`config.mk`:
```
export PLATFORM = sky130hd
export DESIGN_NAME = nearest_center_classifier_flat
export DESIGN_NICKNAME = d
export VERILOG_FILES = /design/src/sv/ncc_pkg.sv /design/src/sv/ncc_if.sv /design/src/sv/ncc_front.sv /design/src/sv/ncc_fifo.sv /design/src/sv/ncc_back.sv /design/src/sv/nearest_center_classifier.sv /design/src/flat_wrapper.sv
export VERILOG_INCLUDE_DIRS = /design/src /design/src/sv
export SDC_FILE = /design/constraint.sdc
export NUM_CORES = 2
export LEC_CHECK = 0
export BUFFER_PORTS_ARGS = -buffer_cell sky130_fd_sc_hd__buf_2
export CAP_MARGIN = 20
export CORE_ASPECT_RATIO = 0.9
export CORE_MARGIN = 10
export CORE_UTILIZATION = 65
export DETAILED_ROUTE_END_ITERATION = 12
export PLACE_DENSITY = 0.81
export SLEW_MARGIN = 20
export SYNTH_ARGS = -nofsm -noshare
export SYNTH_HDL_FRONTEND = slang
export SYNTH_SLANG_ARGS = --single-unit
```
`constraint.sdc`:
```
create_clock -name clk -period 24.7 [get_ports clk]
set_input_delay 3.705 -clock clk [delete_from_list [all_inputs] [get_ports clk]]
set_output_delay 3.705 -clock clk [all_outputs]
set_load 0.02 [all_outputs]
```
`src/sv/nearest_center_classifier_assert.svh`:
```
// Assertion helpers shared by the classifier RTL.
// Each use expects clk and rst_n in scope.
`ifndef NEAREST_CENTER_CLASSIFIER_ASSERT_SVH
`define NEAREST_CENTER_CLASSIFIER_ASSERT_SVH

// Same-cycle implication.
`define NCC_ASSERT_IMP(lbl, ante, cons, msg) \
  lbl: assert property (@(posedge clk) disable iff (!rst_n) (ante) |-> (cons)) \
    else $error(msg);

// Next-cycle implication.
`define NCC_ASSERT_NXT(lbl, ante, cons, msg) \
  lbl: assert property (@(posedge clk) disable iff (!rst_n) (ante) |=> (cons)) \
    else $error(msg);

`endif

```
`src/sv/ncc_pkg.sv`:
```
package ncc_pkg;

  localparam int MAX_CENTERS_DEF = 16;
  localparam int MAX_DIMS_DEF    = 8;
  localparam int COORD_WIDTH_DEF = 16;

  // Beat field widths
  localparam int CENTER_IDX_W = 4;
  localparam int COORD_IDX_W  = 3;
  localparam int VALUE_W      = 16;
  localparam int BUCKET_W     = 4;

  // Distance datapath
  localparam int ACC_W = 48;
  localparam logic [ACC_W-1:0] ACC_MAX = {ACC_W{1'b1}};
  localparam int SQ_IN_W = ACC_W / 2;

  // Configuration registers
  localparam int CFG_IDX_W  = 1;
  localparam int CFG_DATA_W = 5;
  localparam int ACTIVE_CENTERS_W = 5;
  localparam int ACTIVE_DIMS_W    = 4;
  localparam logic [CFG_IDX_W-1:0] REG_ACTIVE_CENTERS = 1'd0;
  localparam logic [CFG_IDX_W-1:0] REG_ACTIVE_DIMS    = 1'd1;
  localparam logic [ACTIVE_CENTERS_W-1:0] ACTIVE_CENTERS_RST = 5'd16;
  localparam logic [ACTIVE_DIMS_W-1:0]    ACTIVE_DIMS_RST    = 4'd8;

  localparam logic MODE_POINT = 1'b1;

  localparam int QUEUE_DEPTH = 4;

  // Command handed from the front end to the back end.
  typedef struct packed {
    logic                    is_point;
    logic                    in_range;
    logic                    last;
    logic [CENTER_IDX_W-1:0] ctr;
    logic [COORD_IDX_W-1:0]  dim;
    logic signed [VALUE_W-1:0] value;
  } ncc_cmd_t;

endpackage

```
`src/sv/ncc_if.sv`:
```
interface ncc_in_if;
  import ncc_pkg::*;
  logic                      valid;
  logic                      ready;
  logic                      mode;
  logic [CENTER_IDX_W-1:0]   center_index;
  logic [COORD_IDX_W-1:0]    coord_index;
  logic signed [VALUE_W-1:0] coord_value;
  logic                      last;

  modport source (output valid, mode, center_index, coord_index, coord_value, last,
                  input ready);
  modport sink (input valid, mode, center_index, coord_index, coord_value, last,
                output ready);
endinterface

interface ncc_out_if;
  import ncc_pkg::*;
  logic                valid;
  logic                ready;
  logic [BUCKET_W-1:0] bucket;

  modport source (output valid, bucket, input ready);
  modport sink (input valid, bucket, output ready);
endinterface

```
`src/sv/ncc_front.sv`:
```
module ncc_front import ncc_pkg::*; #(
  parameter int MAX_CENTERS = MAX_CENTERS_DEF,
  parameter int MAX_DIMS    = MAX_DIMS_DEF
) (
  ncc_in_if.sink   in_beat,
  input  logic     full,
  output logic     push,
  output ncc_cmd_t push_cmd
);

  logic is_point;
  logic dim_ok;
  logic ctr_ok;

  assign is_point = (in_beat.mode == MODE_POINT);
  assign dim_ok   = int'(in_beat.coord_index) < MAX_DIMS;
  assign ctr_ok   = int'(in_beat.center_index) < MAX_CENTERS;

  assign in_beat.ready = !full;

  always_comb begin
    push_cmd.is_point = is_point;
    push_cmd.in_range = is_point ? dim_ok : (dim_ok && ctr_ok);
    push_cmd.last     = is_point && in_beat.last;
    push_cmd.ctr      = in_beat.center_index;
    push_cmd.dim      = in_beat.coord_index;
    push_cmd.value    = in_beat.coord_value;
  end

  // Loads outside the store are consumed and dropped here.
  assign push = in_beat.valid && !full && (is_point || push_cmd.in_range);

endmodule

```
`src/sv/ncc_fifo.sv`:
```
`include "nearest_center_classifier_assert.svh"

module ncc_fifo import ncc_pkg::*; (
  input  logic     clk,
  input  logic     rst_n,
  input  logic     push,
  input  ncc_cmd_t push_cmd,
  output logic     full,
  input  logic     pop,
  output logic     pop_valid,
  output ncc_cmd_t pop_cmd
);

  localparam int PW = (QUEUE_DEPTH > 1) ? $clog2(QUEUE_DEPTH) : 1;
  localparam int NW = $clog2(QUEUE_DEPTH + 1);
  localparam logic [PW-1:0] PTR_LAST = PW'(QUEUE_DEPTH - 1);

  ncc_cmd_t        slot_r [QUEUE_DEPTH];
  logic [PW-1:0]   wr_ptr_r, rd_ptr_r;
  logic [NW-1:0]   count_r, count_nxt;

  assign full      = (count_r == NW'(QUEUE_DEPTH));
  assign pop_valid = (count_r != '0);
  assign pop_cmd   = slot_r[rd_ptr_r];

  always_comb begin
    count_nxt = count_r;
    if (push && !pop) begin
      count_nxt = count_r + NW'(1);
    end else if (pop && !push) begin
      count_nxt = count_r - NW'(1);
    end
  end

  always_ff @(posedge clk) begin
    if (push) begin
      slot_r[wr_ptr_r] <= push_cmd;
    end
  end

  always_ff @(posedge clk) begin
    if (!rst_n) begin
      wr_ptr_r <= '0;
      rd_ptr_r <= '0;
      count_r  <= '0;
    end else begin
      count_r <= count_nxt;
      if (push) begin
        wr_ptr_r <= (wr_ptr_r == PTR_LAST) ? '0 : wr_ptr_r + PW'(1);
      end
      if (pop) begin
        rd_ptr_r <= (rd_ptr_r == PTR_LAST) ? '0 : rd_ptr_r + PW'(1);
      end
    end
  end

  `NCC_ASSERT_IMP(a_no_underflow, pop, count_r != '0, "queue popped while empty")
  `NCC_ASSERT_IMP(a_no_overflow, push, count_r < NW'(QUEUE_DEPTH), "queue pushed while full")
  `NCC_ASSERT_NXT(a_push_counted, push && !pop, count_r != '0, "pushed beat not counted")

endmodule

```
`src/sv/ncc_back.sv`:
```
`include "nearest_center_classifier_assert.svh"

module ncc_back import ncc_pkg::*; #(
  parameter int MAX_CENTERS = MAX_CENTERS_DEF,
  parameter int MAX_DIMS    = MAX_DIMS_DEF,
  parameter int COORD_WIDTH = COORD_WIDTH_DEF
) (
  input  logic                  clk,
  input  logic                  rst_n,
  input  logic                  cfg_we,
  input  logic [CFG_IDX_W-1:0]  cfg_index,
  input  logic [CFG_DATA_W-1:0] cfg_data,
  input  logic                  q_valid,
  input  ncc_cmd_t              q_cmd,
  output logic                  q_pop,
  ncc_out_if.source             out_beat
);

  localparam int CW    = (MAX_CENTERS > 1) ? $clog2(MAX_CENTERS) : 1;
  localparam int DW    = (MAX_DIMS > 1) ? $clog2(MAX_DIMS) : 1;
  localparam int AW    = CW + DW;
  localparam int DEPTH = MAX_CENTERS * (2 ** DW);
  localparam int MAGW  = COORD_WIDTH + 1;

  localparam logic [1:0] ST_IDLE  = 2'd0;
  localparam logic [1:0] ST_WALK  = 2'd1;
  localparam logic [1:0] ST_DRAIN = 2'd2;

  typedef struct packed {
    logic          first_dim;
    logic          last_dim;
    logic          last_ctr;
    logic [CW-1:0] ctr;
  } tag_t;

  // configuration
  logic [ACTIVE_CENTERS_W-1:0] act_ctrs_r;
  logic [ACTIVE_DIMS_W-1:0]    act_dims_r;
  logic                        cfg_zero;
  logic [CW-1:0]               n_last;
  logic [DW-1:0]               d_last;

  always_ff @(posedge clk) begin
    if (!rst_n) begin
      act_ctrs_r <= ACTIVE_CENTERS_RST;
      act_dims_r <= ACTIVE_DIMS_RST;
    end else if (cfg_we) begin
      unique case (cfg_index)
        REG_ACTIVE_CENTERS: act_ctrs_r <= cfg_data[ACTIVE_CENTERS_W-1:0];
        REG_ACTIVE_DIMS:    act_dims_r <= cfg_data[ACTIVE_DIMS_W-1:0];
        default: ;
      endcase
    end
  end

  assign cfg_zero = (act_ctrs_r == '0) || (act_dims_r == '0);
  assign n_last = (int'(act_ctrs_r) > MAX_CENTERS) ? CW'(MAX_CENTERS - 1)
                                                   : CW'(act_ctrs_r - ACTIVE_CENTERS_W'(1));
  assign d_last = (int'(act_dims_r) > MAX_DIMS) ? DW'(MAX_DIMS - 1)
                                                : DW'(act_dims_r - ACTIVE_DIMS_W'(1));

  // command sequencing
  logic [1:0]              state_r, state_nxt;
  logic                    start, issue, done;
  logic                    out_valid_r, out_valid_nxt;
  logic [BUCKET_W-1:0]     out_bucket_r;
  logic [CW-1:0]           c_r, n_last_r;
  logic [DW-1:0]           d_r, d_last_r;
  logic                    walk_end;
  logic [COORD_WIDTH-1:0]  wr_val;

  assign wr_val   = COORD_WIDTH'($signed(q_cmd.value));
  assign walk_end = (d_r == d_last_r) && (c_r == n_last_r);

  always_comb begin
    state_nxt = state_r;
    q_pop     = 1'b0;
    start     = 1'b0;
    issue     = 1'b0;
    unique case (state_r)
      ST_IDLE: begin
        if (q_valid) begin
          if (!q_cmd.last) begin
            q_pop = 1'b1;
          end else if (!out_valid_r) begin
            q_pop = 1'b1;
            start = 1'b1;
            state_nxt = cfg_zero ? ST_IDLE : ST_WALK;
          end
        end
      end
      ST_WALK: begin
        issue = 1'b1;
        if (walk_end) begin
          state_nxt = ST_DRAIN;
        end
      end
      ST_DRAIN: begin
        if (done) begin
          state_nxt = ST_IDLE;
        end
      end
      default: state_nxt = ST_IDLE;
    endcase
  end

  always_ff @(posedge clk) begin
    if (!rst_n) begin
      state_r  <= ST_IDLE;
      c_r      <= '0;
      d_r      <= '0;
      n_last_r <= '0;
      d_last_r <= '0;
    end else begin
      state_r <= state_nxt;
      if (start) begin
        c_r      <= '0;
        d_r      <= '0;
        n_last_r <= n_last;
        d_last_r <= d_last;
      end else if (issue) begin
        if (d_r == d_last_r) begin
          d_r <= '0;
          c_r <= c_r + CW'(1);
        end else begin
          d_r <= d_r + DW'(1);
        end
      end
    end
  end

  // center store and point buffer
  logic [COORD_WIDTH-1:0] center_mem [DEPTH];
  logic [COORD_WIDTH-1:0] point_r [MAX_DIMS];
  logic [COORD_WIDTH-1:0] rd_center_r, rd_point_r;
  logic                   mem_we, pt_we;

  assign mem_we = q_pop && !q_cmd.is_point && q_cmd.in_range;
  assign pt_we  = q_pop && q_cmd.is_point && q_cmd.in_range;

  always_ff @(posedge clk) begin
    if (mem_we) begin
      center_mem[{CW'(q_cmd.ctr), DW'(q_cmd.dim)}] <= wr_val;
    end
    rd_center_r <= center_mem[AW'({c_r, d_r})];
  end

  always_ff @(posedge clk) begin
    if (pt_we) begin
      point_r[DW'(q_cmd.dim)] <= wr_val;
    end
    rd_point_r <= point_r[d_r];
  end

  // distance pipeline: read, square, accumulate, compare
  logic                    v1_r, v2_r, v3_r;
  tag_t                    t1_r, t2_r, t3_r;
  logic signed [MAGW-1:0]  diff;
  logic [MAGW-1:0]         mag;
  logic [SQ_IN_W-1:0]      mag_lo;
  logic                    mag_big;
  logic [ACC_W-1:0]        sq_prod;
  logic [ACC_W-1:0]        sq_r, acc_r, dist_r, best_dist_r;
  logic [ACC_W:0]          sum;
  logic [ACC_W-1:0]        acc_sum;
  logic [CW-1:0]           best_idx_r, final_idx;
  logic                    take;

  assign diff = $signed({rd_point_r[COORD_WIDTH-1], rd_point_r})
              - $signed({rd_center_r[COORD_WIDTH-1], rd_center_r});
  assign mag     = diff[MAGW-1] ? MAGW'(-diff) : MAGW'(diff);
  assign mag_big = (mag >> SQ_IN_W) != '0;
  assign mag_lo  = SQ_IN_W'(mag);
  // full-width square of the SQ_IN_W-bit low part of mag
  assign sq_prod = mag_lo * mag_lo;

  assign sum     = {1'b0, acc_r} + {1'b0, sq_r};
  assign acc_sum = t2_r.first_dim ? sq_r : (sum[ACC_W] ? ACC_MAX : sum[ACC_W-1:0]);

  assign take      = (t3_r.ctr == '0) || (dist_r < best_dist_r);
  assign final_idx = take ? t3_r.ctr : best_idx_r;
  assign done      = v3_r && t3_r.last_ctr;

  always_ff @(posedge clk) begin
    if (!rst_n) begin
      v1_r <= 1'b0;
      v2_r <= 1'b0;
      v3_r <= 1'b0;
    end else begin
      v1_r <= issue;
      v2_r <= v1_r;
      v3_r <= v2_r && t2_r.last_dim;
    end
  end

  always_ff @(posedge clk) begin
    t1_r.first_dim <= (d_r == '0);
    t1_r.last_dim  <= (d_r == d_last_r);
    t1_r.last_ctr  <= (c_r == n_last_r);
    t1_r.ctr       <= c_r;
    t2_r           <= t1_r;
    sq_r           <= mag_big ? ACC_MAX : sq_prod;
    if (v2_r) begin
      acc_r <= acc_sum;
    end
    if (v2_r && t2_r.last_dim) begin
      dist_r <= acc_sum;
      t3_r   <= t2_r;
    end
    if (v3_r && take) begin
      best_dist_r <= dist_r;
      best_idx_r  <= t3_r.ctr;
    end
  end

  // result register
  always_comb begin
    out_valid_nxt = out_valid_r;
    if (out_valid_r && out_beat.ready) begin
      out_valid_nxt = 1'b0;
    end
    if ((start && cfg_zero) || done) begin
      out_valid_nxt = 1'b1;
    end
  end

  always_ff @(posedge clk) begin
    if (!rst_n) begin
      out_valid_r <= 1'b0;
    end else begin
      out_valid_r <= out_valid_nxt;
    end
  end

  always_ff @(posedge clk) begin
    if (start && cfg_zero) begin
      out_bucket_r <= '0;
    end else if (done) begin
      out_bucket_r <= BUCKET_W'(final_idx);
    end
  end

  assign out_beat.valid  = out_valid_r;
  assign out_beat.bucket = out_bucket_r;

  `NCC_ASSERT_IMP(a_slot_free, done, !out_valid_r, "result would overwrite a pending beat")
  `NCC_ASSERT_IMP(a_idle_empty, state_r == ST_IDLE, !v1_r && !v2_r && !v3_r,
                  "distance pipeline busy while idle")
  `NCC_ASSERT_IMP(a_no_pop_busy, state_r != ST_IDLE, !q_pop, "command taken during a walk")
  `NCC_ASSERT_NXT(a_done_shows, done, out_valid_r, "finished walk left no result")

endmodule

```
`src/sv/nearest_center_classifier.sv`:
```
// Nearest-center classifier: beats with mode 0 load one coordinate of one
// center into the center store, beats with mode 1 write one coordinate of the
// point; a point beat with last set compares the point with centers
// 0..active_centers-1 over coordinates 0..active_dims-1 (squared Euclidean,
// saturating 48-bit sum) and returns the lowest index of the nearest center.
// Input beats land in a 4-entry command queue, so the input keeps flowing
// while a result waits until the queue is full. In the back end a last point
// beat walks the active centers over the active coordinates (counts clamped to
// MAX_CENTERS and MAX_DIMS; no walk when either register is zero), paced by
// the single read port of the center store (one coordinate a cycle) and the
// read/square/accumulate/compare pipeline behind it. A last beat is held in
// the queue until the result register is empty. Reading a center or point
// coordinate that was never written gives an undefined bucket.
module nearest_center_classifier import ncc_pkg::*; #(
  parameter int MAX_CENTERS = MAX_CENTERS_DEF,
  parameter int MAX_DIMS    = MAX_DIMS_DEF,
  parameter int COORD_WIDTH = COORD_WIDTH_DEF
) (
  input  logic                  clk,
  input  logic                  rst_n,
  input  logic                  cfg_we,
  input  logic [CFG_IDX_W-1:0]  cfg_index,
  input  logic [CFG_DATA_W-1:0] cfg_data,
  ncc_in_if.sink                in_beat,
  ncc_out_if.source             out_beat
);

  logic     push, full, pop, pop_valid;
  ncc_cmd_t push_cmd, pop_cmd;

  ncc_front #(
    .MAX_CENTERS(MAX_CENTERS),
    .MAX_DIMS   (MAX_DIMS)
  ) u_front (
    .in_beat (in_beat),
    .full    (full),
    .push    (push),
    .push_cmd(push_cmd)
  );

  ncc_fifo u_fifo (
    .clk      (clk),
    .rst_n    (rst_n),
    .push     (push),
    .push_cmd (push_cmd),
    .full     (full),
    .pop      (pop),
    .pop_valid(pop_valid),
    .pop_cmd  (pop_cmd)
  );

  ncc_back #(
    .MAX_CENTERS(MAX_CENTERS),
    .MAX_DIMS   (MAX_DIMS),
    .COORD_WIDTH(COORD_WIDTH)
  ) u_back (
    .clk      (clk),
    .rst_n    (rst_n),
    .cfg_we   (cfg_we),
    .cfg_index(cfg_index),
    .cfg_data (cfg_data),
    .q_valid  (pop_valid),
    .q_cmd    (pop_cmd),
    .q_pop    (pop),
    .out_beat (out_beat)
  );

endmodule
```
`src/flat_wrapper.sv`:
```
// flat-port wrapper written by rule: the top's interface ports become plain ports
module nearest_center_classifier_flat import ncc_pkg::*;
#(
  parameter int MAX_CENTERS = MAX_CENTERS_DEF,
  parameter int MAX_DIMS    = MAX_DIMS_DEF,
  parameter int COORD_WIDTH = COORD_WIDTH_DEF
)
  (clk, rst_n, cfg_we, cfg_index, cfg_data, in_beat_valid, in_beat_mode, in_beat_center_index, in_beat_coord_index, in_beat_coord_value, in_beat_last, in_beat_ready, out_beat_valid, out_beat_bucket, out_beat_ready);
  ncc_in_if in_beat_i ();
  ncc_out_if out_beat_i ();
  input  logic clk;
  input  logic rst_n;
  input  logic cfg_we;
  input  logic [CFG_IDX_W-1:0] cfg_index;
  input  logic [CFG_DATA_W-1:0] cfg_data;
  input wire logic [$bits(in_beat_i.valid)-1:0] in_beat_valid;
  input wire logic [$bits(in_beat_i.mode)-1:0] in_beat_mode;
  input wire logic [$bits(in_beat_i.center_index)-1:0] in_beat_center_index;
  input wire logic [$bits(in_beat_i.coord_index)-1:0] in_beat_coord_index;
  input wire logic [$bits(in_beat_i.coord_value)-1:0] in_beat_coord_value;
  input wire logic [$bits(in_beat_i.last)-1:0] in_beat_last;
  output wire logic [$bits(in_beat_i.ready)-1:0] in_beat_ready;
  output wire logic [$bits(out_beat_i.valid)-1:0] out_beat_valid;
  output wire logic [$bits(out_beat_i.bucket)-1:0] out_beat_bucket;
  input wire logic [$bits(out_beat_i.ready)-1:0] out_beat_ready;
  assign in_beat_i.valid = in_beat_valid;
  assign in_beat_i.mode = in_beat_mode;
  assign in_beat_i.center_index = in_beat_center_index;
  assign in_beat_i.coord_index = in_beat_coord_index;
  assign in_beat_i.coord_value = in_beat_coord_value;
  assign in_beat_i.last = in_beat_last;
  assign in_beat_ready = in_beat_i.ready;
  assign out_beat_valid = out_beat_i.valid;
  assign out_beat_bucket = out_beat_i.bucket;
  assign out_beat_i.ready = out_beat_ready;
  nearest_center_classifier #(.MAX_CENTERS(MAX_CENTERS), .MAX_DIMS(MAX_DIMS), .COORD_WIDTH(COORD_WIDTH)) u_core (.clk(clk), .rst_n(rst_n), .cfg_we(cfg_we), .cfg_index(cfg_index), .cfg_data(cfg_data), .in_beat(in_beat_i), .out_beat(out_beat_i));
endmodule
```
==> results by stage <==
Run status:
- The flow ran to the end, and the final reports show no timing, DRC or antenna violations.

Critical path:
- The cell with the largest stage delay on the worst path is sky130_fd_sc_hd__a21oi_1.
- The path type of the worst setup path is register to register.
- The cell occurring most often along the worst timing path is sky130_fd_sc_hd__fa_1.
- The timing startpoint of the critical path is u_core.u_back.rd_point_r[0].
- Across all register-to-register paths, the minimum setup slack is 14.62 ns.
- Broken down by cell family, the worst path's largest delay share belongs to adder cells.
- The worst setup path is launched from a register.
- The data required time at the worst endpoint is 25.50 ns.
- At the worst endpoint, the arrival time is 10.88 ns.
- Measured in cells, the most critical reg-to-reg path has a length of 31.
- Together, buffers and inverters on the worst path number 5.
- Along the worst path, the maximum fanout reaches 10.
- The beginning of the worst register-to-register path is u_core.u_back.rd_point_r[0].
- For this run, the slowest stage of the critical path takes 0.72 ns.
- In this run the critical register-to-register path is captured at u_core.u_back.sq_r[32].
- The worst setup path is captured at a register.

Drt:
- The number of nets with antenna violations after detailed routing is 0.
- The routed length per placed instance is 35.5 um.
- For this run, design rule violations remaining after detail routing come to 0.
- The routed layout has 57400 vias.
- The average via count per standard cell is 7.02.
- Before antenna repair, the detailed router went through 6 iterations.
- After the first detailed-routing iteration, the DRC count stood at 8764.
- The post-detailed-routing wire length is 290000 um.

Floorplan:
- The die height is 406 um.
- The die covers 182000 um2.
- The initial core utilization is 65.4%.
- The floorplan has 141 rows.
- The region available for standard cell placement spans 164000 um2.
- Pin placement for this block handled 42 I/O pins.
- The horizontal die dimension is 449 um.

Timing:
- For the final database, setup skew stands at 0.0607 ns.
- The final sum of negative setup slack is 0 ns.
- The number of endpoints failing setup at the final stage is 0.
- The final critical path takes up 40.8% of the cycle.
- Setup repair after global routing left no endpoint under its margin.
- The worst pin sits at a relative slew slack of 22.9%.
- Counting I/O delays and the setup requirement, the final critical path takes 10.08 ns.
- Timing would allow up to 0.0992 GHz.
- The max-slew violation count is 0.
- The transition time at the pin with the least slew margin is 1.16 ns.
- The final-report hold violation count is 0.

Worst hold path:
- The capture endpoint of the worst hold path is u_core.u_back.t2_r[0].
- The worst hold path was traced through 0 stages.
- The worst hold path begins at u_core.u_back.t1_r[0].
- The class of the worst hold path is register to register.

Logic synthesis:
- Yosys attributes the largest share of cell area to sky130_fd_sc_hd__edfxtp_1, sky130_fd_sc_hd__mux4_2, sky130_fd_sc_hd__fa_1.
- The number of warnings reported in the yosys synthesis log is 0.
- The mapped netlist covers 108000 um2.
- After synthesis, flip-flops and latches occupy 70.0% of the total area.
- The area fraction of the dominant cell type after synthesis is 67.8%.
- The cell count after synthesis came out at 5503.
- Of all cell types, the one taking the most synthesized area is sky130_fd_sc_hd__edfxtp_1.
- The fraction of registers with async set/reset is 0%.
- A synthesized cell averages 19.6 um2.
- Synthesis inferred 2550 register bits.
- The synthesized design contains 2429 enable-type register cells.
- In the synthesized netlist the dominant register cell turns out to be sky130_fd_sc_hd__edfxtp_1.
- Yosys mapped the design onto 85 distinct sky130hd cell types.

Place:
- Buffers placed on the I/O ports in this run total 41.
- The post-placement cell count is 7745.
- The congestion estimate from routability-driven global placement came to 0.869.
- Summed over all nets, the half-perimeter wirelength after detailed placement is 153000 um.

GRT:
- The wire length of the first global-routing pass is 421000 um.
- The via count of the first global-routing pass was 58100.
- Global routing consumed, over all layers together, 32.1% of the routing resources.
- After global routing the overflow that remains totals 0.
- The number of antenna violations at the first check in global routing is 23.
- Entering global routing, the biggest net connects 148 pins.

Clock network:
- Counting along the longest clock path gives a buffer depth of 3.
- After clock tree synthesis, the setup repair step added 0 buffers.
- The number of gates given a new drive strength after cts is 0.
- Counting every sink on the clock net gives 2550.
- Clock-pin slew was measured on the worst setup and hold paths at 0.07 ns.
- The clock tree synthesis step divided the H-tree into 4 levels.
- For the worst-skew pair, the clock arrives at the later sink with an insertion delay of 0.88 ns.
- The CTS buffer count is 229.
- The CTS tree is yes.
- Hold repair after CTS inserted 0 buffers.
- The CTS root buffer is sky130_fd_sc_hd__clkbuf_16.

Layout:
- Leaving out fill and tap cells, the most frequent cells in the layout are sky130_fd_sc_hd__edfxtp_1, sky130_fd_sc_hd__mux4_2, sky130_fd_sc_hd__inv_1.
- The finished layout holds 8175 standard cells, fillers aside.
- The number of nets in the final layout is 6202.
- Leaving out fill and tap cells, the most frequent cell in the layout is sky130_fd_sc_hd__edfxtp_1.
- Relative to the synthesized area, the layout overhead comes to 10.5%.
- The layout cell share with drive strength beyond 1 is 23.0%.

Flow run:
- Max-cap violations in this run came to 0.
per-stage QoR:
step	cell area, um2	hold slack [ns]	worst slack (ns)	utilization (%)
finish	119000	0.328	14.62	72.3
global route	119000	0.331	14.17	72.3
CTS	119000	0.330	14.77	72.3
detailed placement	111000	0.315	14.83	67.8
global placement	111000	0.310	15.06	67.8
floorplan	108000	0.310	16.08	-
routing by layer:
layer  track usage (%)  wire, um  up-vias
met5                 0       202        -
met4              15.2     16800       30
met2              51.8    141000     4761
li1                  -         -    22300
met1              42.0     98700    29400
met3              7.46     33400      958
how the worst max path moves through the flow:
| stage | end | slack (ns) | cells after the start |
|---|---|---|---|
| after detailed placement | u_core.u_back.sq_r[32] | 14.83 | 33 |
| after floorplan | u_core.u_back.sq_r[32] | 16.08 | 33 |
| final | u_core.u_back.sq_r[32] | 14.62 | 31 |
| after CTS | u_core.u_back.sq_r[32] | 14.77 | 33 |
| after global placement | u_core.u_back.sq_r[32] | 15.06 | 32 |
| after global routing | u_core.u_back.sq_r[32] | 14.17 | 31 |
cells in the mapped netlist, drive strengths merged (23+ instances only):
library cell / count
nor2b: 32
o21ai: 57
nand2b: 23
nor3: 43
fa: 193
xor2: 38
edfxtp: 2429
xnor2: 69
a21oi: 121
nand2: 160
clkbuf: 161
nand3: 39
inv: 397
mux4: 729
dfxtp: 121
a21o: 42
nor2: 282
buf: 65
ha: 213
mux2: 32
cells by family (layout without fill, tap and decap cells):
group                      count (synthesis)  after routing  share of synthesized area, %
DFF                                     2550           2550                          70.0
muxes                                    776            776                          15.7
and+or+nand+nor                          677            677                          2.89
buffers and inverters                    625           1066                          2.20
adders and majority gates                406            406                          6.07
AOI/OAI and AO/OA                        360            360                          2.20
xor gates and xnor gates                 107            107                         0.871
other                                      2             17                       0.00698
sequential cells by signal (all words and copies together), names as in the netlist, 7 cells and up, named ones only:
| name | cells |
|---|---|
| u_core.u_back.sq_r | 33 |
| u_core.u_back.dist_r | 48 |
| u_core.u_fifo.slot_r | 100 |
| u_core.u_back.point_r | 128 |
| u_core.u_back.best_dist_r | 48 |
| u_core.u_back.center_mem | 2048 |
| u_core.u_back.t1_r | 7 |
| u_core.u_back.acc_r | 48 |
| u_core.u_back.rd_center_r | 16 |
| u_core.u_back.rd_point_r | 16 |
| u_core.u_back.t2_r | 7 |
layout make-up:
type                    instances  area, um2
multi-input cells            2338      30000
well taps                    2216       2770
fillers                      8872      45500
repair buffers                242       1780
diodes                          5       12.5
clock buffers                 285       6040
clock inverters               140       1380
inverters                     399       1500
flip-flops and latches       2550      75400
Power is left out: the tool's default activity adds up to more than one toggle a clock period on the data nets, which glitch-free logic cannot reach.
